File: src/rtl/core/ecf_pkg.sv
// Shared constants for the Euler circuit finder.
package ecf_pkg;

    localparam int MAX_VERTICES = 16;
    localparam int MAX_EDGES    = 63;
    localparam int WALK_DEPTH   = 64;

    localparam int VERTEX_W = 4;
    localparam int VCOUNT_W = 5;
    localparam int EDGE_W   = 6;
    localparam int DEPTH_W  = 7;
    localparam int PADDR_W  = 3;
    localparam int PDATA_W  = 32;

    localparam logic [EDGE_W-1:0]   LIST_EMPTY     = EDGE_W'(63);
    localparam logic [EDGE_W-1:0]   EDGES_FULL     = EDGE_W'(MAX_EDGES);
    localparam logic [VCOUNT_W-1:0] VCOUNT_MAX     = VCOUNT_W'(MAX_VERTICES);
    localparam logic [VCOUNT_W-1:0] VCOUNT_RESET   = VCOUNT_W'(16);
    localparam logic [DEPTH_W-1:0]  DEPTH_FULL     = DEPTH_W'(WALK_DEPTH);

    // Register index, taken from paddr[2]
    localparam logic REG_VERTEX_COUNT = 1'b0;

    typedef logic [VERTEX_W-1:0] t_vertex;
    typedef logic [EDGE_W-1:0]   t_edge_idx;

    typedef struct packed {
        t_vertex   dest;
        t_edge_idx link;
    } t_edge;

endpackage

File: src/rtl/core/euler_circuit_finder.sv
// Euler circuit finder: edge loader, Hierholzer walk sequencer and tour emitter.
//
// Input channel (i_in_valid / o_in_stall) carries one directed edge per
// transaction; an edge with a vertex at or above vertex_count, or arriving
// when the edge store is full, is dropped and sets edges_dropped. A transaction
// with last_item starts the walk from vertex 0; o_in_stall is high from then
// until the final tour vertex has been placed in the output register.
// Loading never stalls the input channel. The walk takes each edge and
// retires each vertex with one pass through the head table and one
// registered read of the edge or path store; emission then reads each
// vertex through the tour buffer read port.
// Output channel (o_out_valid / i_out_stall) delivers the tour in walking
// order with last_out on the final vertex; a stalled result holds in the
// output register and emission pauses behind it. A graph with vertex_count
// zero emits nothing. vertex_count is written over the APB port; the user must
// write it only while idle: the block itself does not enforce it. Synchronous reset
// clears the graph, the sequencer and the output valid flag and sets vertex_count to 16.
module euler_circuit_finder (
    input  logic                            i_clk,
    input  logic                            i_rst_n,
    input  logic                            psel,
    input  logic                            penable,
    input  logic                            pwrite,
    input  logic [ecf_pkg::PADDR_W-1:0]     paddr,
    input  logic [ecf_pkg::PDATA_W-1:0]     pwdata,
    output logic [ecf_pkg::PDATA_W-1:0]     prdata,
    output logic                            pready,
    input  logic                            i_in_valid,
    output logic                            o_in_stall,
    input  logic [ecf_pkg::VERTEX_W-1:0]    i_src_vertex,
    input  logic [ecf_pkg::VERTEX_W-1:0]    i_dst_vertex,
    input  logic                            i_edge_present,
    input  logic                            i_last_item,
    output logic                            o_out_valid,
    input  logic                            i_out_stall,
    output logic [ecf_pkg::VERTEX_W-1:0]    o_tour_vertex,
    output logic                            o_last_out,
    output logic                            o_edges_dropped
);
    import ecf_pkg::*;

    localparam logic [2:0] S_LOAD      = 3'd0;
    localparam logic [2:0] S_WALK_HEAD = 3'd1;
    localparam logic [2:0] S_WALK_EDGE = 3'd2;
    localparam logic [2:0] S_WALK_POP  = 3'd3;
    localparam logic [2:0] S_EMIT_RD   = 3'd4;
    localparam logic [2:0] S_EMIT_LD   = 3'd5;

    logic [2:0]          r_state, n_state;
    t_edge_idx           r_head [MAX_VERTICES];
    t_edge_idx           n_head [MAX_VERTICES];
    t_edge_idx           r_edges_stored, n_edges_stored;
    logic                r_drop, n_drop;
    t_vertex             r_cur, n_cur;
    logic [DEPTH_W-1:0]  r_stack_top, n_stack_top;
    logic [DEPTH_W-1:0]  r_tour_len, n_tour_len;
    logic [EDGE_W-1:0]   r_emit_idx, n_emit_idx;
    logic [VCOUNT_W-1:0] r_vertex_count;
    logic                r_out_valid, n_out_valid;
    t_vertex             r_out_vertex, n_out_vertex;
    logic                r_out_last, n_out_last;
    logic                r_out_drop, n_out_drop;

    t_edge               mem_edge  [MAX_EDGES];
    t_vertex             mem_stack [WALK_DEPTH];
    t_vertex             mem_tour  [WALK_DEPTH];
    t_edge               r_edge_q;
    t_vertex             r_stack_q;
    t_vertex             r_tour_q;

    logic                edge_wr;
    t_edge               edge_wr_data;
    logic                stack_wr;
    logic                tour_wr;

    logic [VCOUNT_W-1:0] nv;
    t_vertex             head_addr;
    t_edge_idx           head_q;
    logic                in_accept;
    logic                edge_ok;
    logic                out_load;
    logic [DEPTH_W-1:0]  stack_dec;
    logic                cfg_wr;

    // APB register
    assign pready = 1'b1;
    assign cfg_wr = psel & penable & pwrite & (paddr[2] == REG_VERTEX_COUNT);
    assign prdata = (paddr[2] == REG_VERTEX_COUNT)
                  ? {{(PDATA_W-VCOUNT_W){1'b0}}, r_vertex_count} : '0;

    always_ff @(posedge i_clk) begin
        if (!i_rst_n) begin
            r_vertex_count <= VCOUNT_RESET;
        end else if (cfg_wr) begin
            r_vertex_count <= pwdata[VCOUNT_W-1:0];
        end
    end

    assign nv        = (r_vertex_count > VCOUNT_MAX) ? VCOUNT_MAX : r_vertex_count;
    assign head_addr = (r_state == S_LOAD) ? i_src_vertex : r_cur;
    assign head_q    = r_head[head_addr];
    assign in_accept = i_in_valid & ~o_in_stall;
    assign edge_ok   = ({1'b0, i_src_vertex} < nv) && ({1'b0, i_dst_vertex} < nv)
                    && (r_edges_stored != EDGES_FULL);
    assign out_load  = (r_state == S_EMIT_LD) && (!r_out_valid || !i_out_stall);
    assign stack_dec = r_stack_top - DEPTH_W'(1);
    assign edge_wr_data = '{dest: i_dst_vertex, link: head_q};

    assign o_in_stall      = (r_state != S_LOAD);
    assign o_out_valid     = r_out_valid;
    assign o_tour_vertex   = r_out_vertex;
    assign o_last_out      = r_out_last;
    assign o_edges_dropped = r_out_drop;

    always_comb begin
        n_state        = r_state;
        n_head         = r_head;
        n_edges_stored = r_edges_stored;
        n_drop         = r_drop;
        n_cur          = r_cur;
        n_stack_top    = r_stack_top;
        n_tour_len     = r_tour_len;
        n_emit_idx     = r_emit_idx;
        n_out_valid    = r_out_valid & i_out_stall;
        n_out_vertex   = r_out_vertex;
        n_out_last     = r_out_last;
        n_out_drop     = r_out_drop;
        edge_wr        = 1'b0;
        stack_wr       = 1'b0;
        tour_wr        = 1'b0;

        unique case (r_state)
            S_LOAD: begin
                if (in_accept) begin
                    if (i_edge_present) begin
                        if (edge_ok) begin
                            edge_wr                = 1'b1;
                            n_head[i_src_vertex]   = r_edges_stored;
                            n_edges_stored         = r_edges_stored + EDGE_W'(1);
                        end else begin
                            n_drop = 1'b1;
                        end
                    end
                    if (i_last_item) begin
                        if (nv != '0) begin
                            n_state     = S_WALK_HEAD;
                            n_cur       = '0;
                            n_stack_top = DEPTH_W'(1);
                            n_tour_len  = '0;
                        end else begin
                            for (int v = 0; v < MAX_VERTICES; v++) begin
                                n_head[v] = LIST_EMPTY;
                            end
                            n_edges_stored = '0;
                            n_drop         = 1'b0;
                        end
                    end
                end
            end
            S_WALK_HEAD: begin
                if (head_q != LIST_EMPTY) begin
                    if (r_stack_top != DEPTH_FULL) begin
                        stack_wr    = 1'b1;
                        n_stack_top = r_stack_top + DEPTH_W'(1);
                    end
                    n_state = S_WALK_EDGE;
                end else begin
                    if (r_tour_len != DEPTH_FULL) begin
                        tour_wr    = 1'b1;
                        n_tour_len = r_tour_len + DEPTH_W'(1);
                    end
                    n_stack_top = stack_dec;
                    n_state     = S_WALK_POP;
                end
            end
            S_WALK_EDGE: begin
                n_head[r_cur] = r_edge_q.link;
                n_cur         = r_edge_q.dest;
                n_state       = S_WALK_HEAD;
            end
            S_WALK_POP: begin
                if (r_stack_top == '0) begin
                    n_emit_idx = r_tour_len[EDGE_W-1:0] - EDGE_W'(1);
                    n_state    = S_EMIT_RD;
                end else begin
                    n_cur   = r_stack_q;
                    n_state = S_WALK_HEAD;
                end
            end
            S_EMIT_RD: begin
                n_state = S_EMIT_LD;
            end
            S_EMIT_LD: begin
                if (out_load) begin
                    n_out_valid  = 1'b1;
                    n_out_vertex = r_tour_q;
                    n_out_last   = (r_emit_idx == '0);
                    n_out_drop   = r_drop;
                    if (r_emit_idx == '0) begin
                        for (int v = 0; v < MAX_VERTICES; v++) begin
                            n_head[v] = LIST_EMPTY;
                        end
                        n_edges_stored = '0;
                        n_drop         = 1'b0;
                        n_stack_top    = '0;
                        n_tour_len     = '0;
                        n_cur          = '0;
                        n_state        = S_LOAD;
                    end else begin
                        n_emit_idx = r_emit_idx - EDGE_W'(1);
                        n_state    = S_EMIT_RD;
                    end
                end
            end
            default: begin
                n_state = S_LOAD;
            end
        endcase
    end

    always_ff @(posedge i_clk) begin
        if (!i_rst_n) begin
            r_state        <= S_LOAD;
            r_edges_stored <= '0;
            r_drop         <= 1'b0;
            r_cur          <= '0;
            r_stack_top    <= '0;
            r_tour_len     <= '0;
            r_emit_idx     <= '0;
            r_out_valid    <= 1'b0;
            for (int v = 0; v < MAX_VERTICES; v++) begin
                r_head[v] <= LIST_EMPTY;
            end
        end else begin
            r_state        <= n_state;
            r_edges_stored <= n_edges_stored;
            r_drop         <= n_drop;
            r_cur          <= n_cur;
            r_stack_top    <= n_stack_top;
            r_tour_len     <= n_tour_len;
            r_emit_idx     <= n_emit_idx;
            r_out_valid    <= n_out_valid;
            r_head         <= n_head;
        end
    end

    always_ff @(posedge i_clk) begin
        r_out_vertex <= n_out_vertex;
        r_out_last   <= n_out_last;
        r_out_drop   <= n_out_drop;
    end

    // Edge store: written while loading, read at the list head during the walk
    always_ff @(posedge i_clk) begin
        if (edge_wr) begin
            mem_edge[r_edges_stored] <= edge_wr_data;
        end
        r_edge_q <= mem_edge[head_q];
    end

    // Path stack: entry 0 is never written and the value read from it is never used
    always_ff @(posedge i_clk) begin
        if (stack_wr) begin
            mem_stack[r_stack_top[EDGE_W-1:0]] <= r_cur;
        end
        r_stack_q <= mem_stack[stack_dec[EDGE_W-1:0]];
    end

    always_ff @(posedge i_clk) begin
        if (tour_wr) begin
            mem_tour[r_tour_len[EDGE_W-1:0]] <= r_cur;
        end
        r_tour_q <= mem_tour[r_emit_idx];
    end

    // Each retired vertex pairs with a taken edge, bar the first
    a_tour_bound: assert property (@(posedge i_clk) disable iff (!i_rst_n)
        (r_state != S_LOAD) |-> (r_tour_len <= ({1'b0, r_edges_stored} + DEPTH_W'(1))))
        else $error("tour longer than stored edges allow");

    a_stack_live: assert property (@(posedge i_clk) disable iff (!i_rst_n)
        (r_state == S_WALK_HEAD) |-> (r_stack_top != '0))
        else $error("walk step with empty path stack");

    a_final_clears: assert property (@(posedge i_clk) disable iff (!i_rst_n)
        (out_load && (r_emit_idx == '0)) |=>
            (r_state == S_LOAD) && o_out_valid && o_last_out && (r_edges_stored == '0))
        else $error("final vertex did not close the graph");

    a_emit_nonempty: assert property (@(posedge i_clk) disable iff (!i_rst_n)
        (r_state == S_WALK_POP && r_stack_top == '0) |-> (r_tour_len != '0))
        else $error("walk ended with an empty tour");

endmodule
File: config.mk
export PLATFORM = sky130hd
export DESIGN_NAME = euler_circuit_finder
export DESIGN_NICKNAME = d
export VERILOG_FILES = /design/src/rtl/core/ecf_pkg.sv /design/src/rtl/core/euler_circuit_finder.sv
export SDC_FILE = /design/constraint.sdc
export NUM_CORES = 2
export LEC_CHECK = 0
export ABC_CLOCK_PERIOD_IN_PS = 6700
export BUFFER_PORTS_ARGS = -buffer_cell sky130_fd_sc_hd__buf_2
export CELL_PAD_IN_SITES_DETAIL_PLACEMENT = 0
export CELL_PAD_IN_SITES_GLOBAL_PLACEMENT = 2
export CORE_ASPECT_RATIO = 2
export CORE_UTILIZATION = 46
export CTS_CLUSTER_SIZE = 40
export DETAILED_ROUTE_END_ITERATION = 8
export PLACE_DENSITY_LB_ADDON = 0.1
export REMOVE_ABC_BUFFERS = 1
export SLEW_MARGIN = 10
export SYNTH_ARGS = -nofsm -noshare
export SYNTH_HDL_FRONTEND = slang
export SYNTH_SLANG_ARGS = --single-unit
export TNS_END_PERCENT = 30
File: constraint.sdc
create_clock -name i_clk -period 6.7 [get_ports i_clk]
set_input_delay 1.34 -clock i_clk [delete_from_list [all_inputs] [get_ports i_clk]]
set_output_delay 1.34 -clock i_clk [all_outputs]
set_load 0.03 [all_outputs]
After elaboration in Yosys (flattened, before gate mapping)
Memories as Yosys holds them, arrays and structs flattened. A register that Yosys moved wholly into a read port is not among the register bits.
Index checks and enable logic that the tools add are counted.
Cells by class
  $add $sub $neg: 6
  $lt $le $gt $ge: 8
  equal/unequal tests: 20
  mux-type cells: 87
  bitwise gates (word level): 10
  reductions and logical operators: 26
Operators by type and width (count)
  96-bit two-way mux: 7
  96-bit one-hot mux with 3 select lines: 1
  96-bit bitwise mux: 2
  6-bit two-way mux: 14
  7-bit two-way mux: 12
  6-bit demux with 4-bit select: 2
  7-bit one-hot mux with 3 select lines: 2
  4-bit two-way mux: 7
  1-bit two-way mux: 26
  6-bit binary-select mux with 4-bit select: 1
  6-bit one-hot mux with 2 select lines: 2
  3-bit two-way mux: 6
  3-bit one-hot mux with 6 select lines: 1
  2-bit != test, second input constant: 8
  4-bit one-hot mux with 4 select lines: 1
  4-bit AND reduction: 4
  5-bit greater-or-equal comparator, second input constant: 3
  4-bit inverter with 5-bit output: 3
  7-bit by 1-bit adder with 7-bit output, second input constant: 2
  7-bit != test, second input constant: 2
  7-bit AND reduction: 2
  6-bit != test, second input constant: 2
  6-bit by 1-bit subtractor with 6-bit output, second input constant: 2
  4-bit by 5-bit < comparator with 1-bit output: 2
  25 further kinds: 43
Storage, ports and cells
  register bits after elaboration: 142
  memory bits (writable): 1142
  input bits: 52
  output and inout port bits: 41
  word-level logic and storage cells: 188
  memories: 3
Memories
  mem_edge: depth 63, bits a word 10, read ports 1, clocked after Yosys merged registers in 1, write ports 1, line euler_circuit_finder.sv:64  | t_edge mem_edge [MAX_EDGES];
  mem_stack: depth 64, bits a word 4, read ports 1, clocked after Yosys merged registers in 1, write ports 1, line euler_circuit_finder.sv:65  | t_vertex mem_stack [WALK_DEPTH];
  mem_tour: depth 64, bits a word 4, read ports 1, clocked after Yosys merged registers in 1, write ports 1, line euler_circuit_finder.sv:66  | t_vertex mem_tour [WALK_DEPTH];

Longest topological paths before layout
  depth in word-level cells: 12
  depth in mapped cells: 16
  mapped depth without buffers: 11

Worst setup path after synthesis
No wires, ideal clock.
  kind: register to register
  start point: reg r_cur[1]
  end point: reg, netlist name r_edge_q[8]
  setup time: 0.077 ns
  arrival time: 5.357 ns
  required time: 6.623 ns
  path slack: 1.266 ns
  stages on the path, launching flop included: 14
  buffers on the path: 3
  clock period less this slack: 5.434 ns
  cell sequence: dfxtp_1 buf_2 mux4_2 nor3_1 nor3_2 nand2_2 inv_1 clkbuf_1 clkbuf_1 nand2_1 nand3_1 nand3_1 a41o_1 o22ai_1
On the way
  word-level cells in the longest chain between the ends: 5
RTL lines
  start: declaration: line euler_circuit_finder.sv:54  | t_vertex r_cur, n_cur;
  start signal: assignment: line euler_circuit_finder.sv:238  | r_cur <= n_cur;
  4-bit two-way mux: line euler_circuit_finder.sv:100  | assign head_addr = (r_state == S_LOAD) ? i_src_vertex : r_cur;
  4-bit inverter with 5-bit output (not written as such): line euler_circuit_finder.sv:101  | assign head_q = r_head[head_addr];
  6-bit binary-select mux with 4-bit select: line euler_circuit_finder.sv:101
  6-bit two-way mux (not written as such) (2 in a row): line euler_circuit_finder.sv:101
  net head_q[0]: line euler_circuit_finder.sv:78  | t_edge_idx head_q;
The timed path passes the listed nets, and every way through them passes these cells. The select of a mux whose other input is x is not followed.
A chain may end at the register's enable or synchronous reset.

Worst setup path in the final report
  start point: in i_src_vertex[0] (netlist bit)
  end point: reg, netlist name r_edge_q[4]
On the way
  word-level cells in the longest chain between the ends: 5
RTL lines
  start: declaration: line euler_circuit_finder.sv:30  | input logic [ecf_pkg::VERTEX_W-1:0] i_src_vertex,
  4-bit two-way mux: line euler_circuit_finder.sv:100
  4-bit inverter with 5-bit output (not written as such): line euler_circuit_finder.sv:101
  6-bit binary-select mux with 4-bit select: line euler_circuit_finder.sv:101
  6-bit two-way mux (not written as such) (2 in a row): line euler_circuit_finder.sv:101
No other way between the ends. The select of a mux whose other input is x is not followed.

==> impl.org <==
** Status
- Run status :: complete, no violations

** Clocking
- TritonCTS built the clock tree.
- For the worst-skew pair, the clock arrives at the later sink with an insertion delay of between 0.7 and 0.8 ns.
- TritonCTS Sinks :: ~1,300
- After clock tree synthesis, the clock-pin slew on the worst setup and hold paths is about 0.07 ns.
- Number of instances resized during post-cts repair :: 0
- Setup fix buffers added after clock tree synthesis :: 0
- CTS built an H-tree with a depth of 3.
- CTS buffer count :: around 110
- Post-cts hold buffer count :: 0
- The root buffer cell chosen for the clock tree is clkbuf_16.
- The longest clock path from root to sink contains 3 buffers.

** Timing
- Setup tns final :: 0 ns
- Final hold violations :: 0
- For this run, the top clock speed supported by timing is about 180 MHz.
- Post-route worst setup slack :: 1.13 ns
- Number of setup violations in the final report :: 0
- Worst hold margin :: between 0.4 and 0.5 ns
- Worst slew slack as a fraction of its limit :: 0.0891
- Actual transition at the worst max-transition pin :: 1.37 ns
- In the finished design, the share of the clock period the worst path needs comes to 0.831.
- The routed design could run at a clock period as short as between 5 and 6 ns.
- The final count of pins violating max slew came to 0.
- The clock arrives with a little under 0.04 ns of skew.
- Setup repair after global routing missed its margin :: false

** GRT
- Entering global routing, the biggest net connects around 100 pins.
- Global Route Usage Sum :: 0.256
- For this run the aggregate overflow at the end of global routing stands at 0.
- The first global-routing pass estimated approximately 230,000 µm of wire.
- Vias in the first global route :: ~35,000
- The initial antenna violation count is 1.

** Layout
- Register Area :: 37,600 µm²
- Relative to the synthesized area, the layout overhead comes to 10.6%.
- Cell area after layout :: around 63,000 µm²
- Fraction of layout cells with a size suffix above 1 :: 0.164
- Area taken by multi-input logic gates :: 17,600 µm²
- Post-route insts no fill :: between 5,000 and 6,000
- At the end of the flow, the number of nets in the layout was between 4,000 and 5,000.
- Util after Layout :: 0.515
- Fill cells in the final layout number 10,200.

** Critical path
- The worst setup path is of the primary input to flop kind.
- Setup slack on the worst reg-to-reg path comes out at about 1.3 ns.
- The critical path starts at i_src_vertex[0].
- Sort of element at the start of the critical path :: primary input
- The worst register-to-register path begins at r_state[2].
- Critical Path Sink Type :: flop
- Along the worst path, the maximum fanout reaches 46.
- STA puts the critical path data required time at between 7 and 8 ns.
- The worst register-to-register path has a depth of 11.
- Reg2reg end :: mem_tour[21][0]
- Following the worst setup path forward leads to its endpoint at r_edge_q[4].
- Worst endpoint data arrival time :: approximately 6.2 ns

** Synth
- Synthesis handed over a netlist of a little under 4,000 instances.
- EDFF count, synth :: about 1,100
- The portion of synthesized area spent on multiplexers is 0.134.
- Library cell occupying the most area in the post-synthesis netlist :: edfxtp_1
- Synthesized-area fraction occupied by ao, oa, aoi and oai cells :: 0.0937
- Share of the synthesized area in the top cell type :: 0.608
- Counting flops and latches in the post-synthesis netlist gives 1,302.
- Mean cell area of the mapped netlist :: ~14 µm²
- edfxtp_1 is the most common cell in the netlist.
- After synthesis, the cell types taking the most area are edfxtp_1, mux4_2, mux2i_1, dfxtp_1, a21oi_1.
- The share of the Yosys chip area taken by registers is 0.662.
- For this run, the leading register cell type out of synthesis is edfxtp_1.
- The Yosys step of the flow raised 0 warnings.
- Arithmetic-cell share of the synthesized area counting full adders, half adders and majority gates :: 0.00265
- Simple-gate share of the synthesized area :: 0.0752
- Main combinational cell family by area after synthesis :: multiplexers
- Number of distinct library cell variants in the gate-level netlist after synthesis :: about 90
- Of the total synthesized cell area, the portion taken by XOR and XNOR cells is 0.000772.
- The cell area that synthesis handed to floorplanning was ~57,000 µm².
- In the synthesized netlist the async set-or-reset flop fraction comes to 0.
- By count the netlist is led by edfxtp_1, mux2i_1, nor2_1.

** Drt
- In the routed design, unresolved DRC markers number 0.
- The pre-antenna-repair detailed-routing pass consisted of 5 iterations.
- After the first detailed-routing iteration, the DRC count stood at 2,912.
- Wire length per cell :: approximately 28 µm
- Once detail routing completed, the nets flagged for antenna violations numbered 0.
- Routed vias :: approximately 34,000
- Final wirelength :: 160,000 µm
- After detailed routing, the number of vias per cell comes to a little over 6.

** Place
- At the placement stage, the worst setup path has a slack of roughly 0.071 ns.
- The HPWL after detailed placement is around 110,000 µm.
- Counting tap cells, the placed design contains a total of between 5,000 and 6,000 instances.
- Routability-driven placement finished with a final weighted congestion of around 0.84.
- During placement, the flow inserted port buffers numbering 35.
- The placed instances occupy a cell area of approximately 60,000 µm².

** Floorplanning
- The core region is between 100,000 and 150,000 µm².
- During I/O placement, the number of pins put on the boundary was 93.
- Die boundary height :: between 400 and 500 µm
- Die outline area :: around 120,000 µm²
- After floorplanning, the core was divided into about 180 placement rows.
- For this configuration, the core starts out at a cell density of 0.465.
- The die is 250 µm wide.

** Power
- Power comes to 20.2 mW.
- Worst voltage drop across the vdd grid :: ~0.00026 V
- For this design the ratio of total power to cell area is approximately 320 nW/µm².
- Leak Pwr :: 20.8 nW

** Job
- Max-cap violations in this run came to 0.

** Hold path
- The path class of the tightest hold or removal check is flop to flop.
-- cell usage in the layout (no fill, tap or decap), types with 18 or more instances in the layout --
master,synthesis,layout
mux2_2,31,31
buf_4,47,156
clkbuf_1,183,18
nand3_1,159,159
o221ai_1,37,37
a211o_1,98,98
or3_1,20,20
clkinv_2,0,19
conb_1,2,28
mux2i_1,342,342
o22ai_1,19,19
buf_2,39,35
nor3_1,35,35
clkbuf_16,0,113
a21oi_1,282,281
dfxtp_1,154,147
nand2_1,283,281
nor2_1,299,297
o31ai_1,18,18
mux4_2,171,171
edfxtp_1,1148,1148
inv_1,29,26
o21ai_0,167,167
-- flip-flops by register name, indices dropped and copies added (netlist names) --
register	cells
mem_edge	630
mem_stack	256
mem_tour	256
r_head	96
r_edge_q	10
r_stack_top	7
r_tour_len	7
r_edges_stored	6
r_emit_idx	6
r_vertex_count	5
o_tour_vertex	4
r_cur	4
r_stack_q	4
r_tour_q	4
r_state	3
o_edges_dropped	1
o_last_out	1
o_out_valid	1
r_drop	1
-- final cells by class --
type                       count  area share
antenna                        2   0.0000798
clock buffer                 134      0.0468
clock inverter                80      0.0159
inverter                      33     0.00210
multi-input combinational   2316       0.280
sequential                  1302       0.599
tap                         1555      0.0310
timing repair buffer         201      0.0244
-- worst min-delay path by stage --
stage           startpoint                to  slack (ns)  depth (start not counted)
2_1_floorplan  r_tour_q[0]  o_tour_vertex[0]        0.39                          0
3_3_place_gp   r_tour_q[0]  o_tour_vertex[0]        0.39                          0
3_5_place_dp   r_tour_q[1]  o_tour_vertex[1]        0.39                          0
4_1_cts        r_tour_q[1]  o_tour_vertex[1]        0.41                          0
5_1_grt        r_tour_q[2]  o_tour_vertex[2]        0.41                          0
6_report       r_tour_q[2]  o_tour_vertex[2]        0.40                          0
-- where the power goes --
part / internal, mW / switching, mW / total, mW / leakage (nW)
logic: 1.32 / 2.43 / 3.74 / 7.21
clock network: 3.85 / 3.08 / 6.93 / 1.90
registers: 9.16 / 0.354 / 9.52 / 11.7
total: 14.3 / 5.86 / 20.2 / 20.8
-- cell families (layout without fill, tap and decap cells) --
family,Yosys count,after routing
flip-flops,1302,1302
AND/OR/NAND/NOR,916,916
AO/OA/AOI/OAI,811,811
multiplexers,544,544
buffers and inverters,357,448
adder cells (fa/ha/maj),12,12
XOR/XNOR,5,5
other,2,30
-- metal layers --
metal  track usage  share of wire
met1         0.278           0.35
met2         0.487           0.55
met3        0.0264          0.043
met4         0.132          0.054
met5             0              0
-- critical path, stage by stage --
cell and delay [ns]:
buf_2 0.60, mux4_2 0.60, mux2_2 0.30, o22a_1 0.53, nand2_8 0.51, buf_12 0.34, mux2i_1 0.22, mux2i_1 0.12
mux2_2 0.31, a2111oi_1 0.84, buf_4 0.24, o31ai_1 0.07
(Power assumes the default switching activity.)
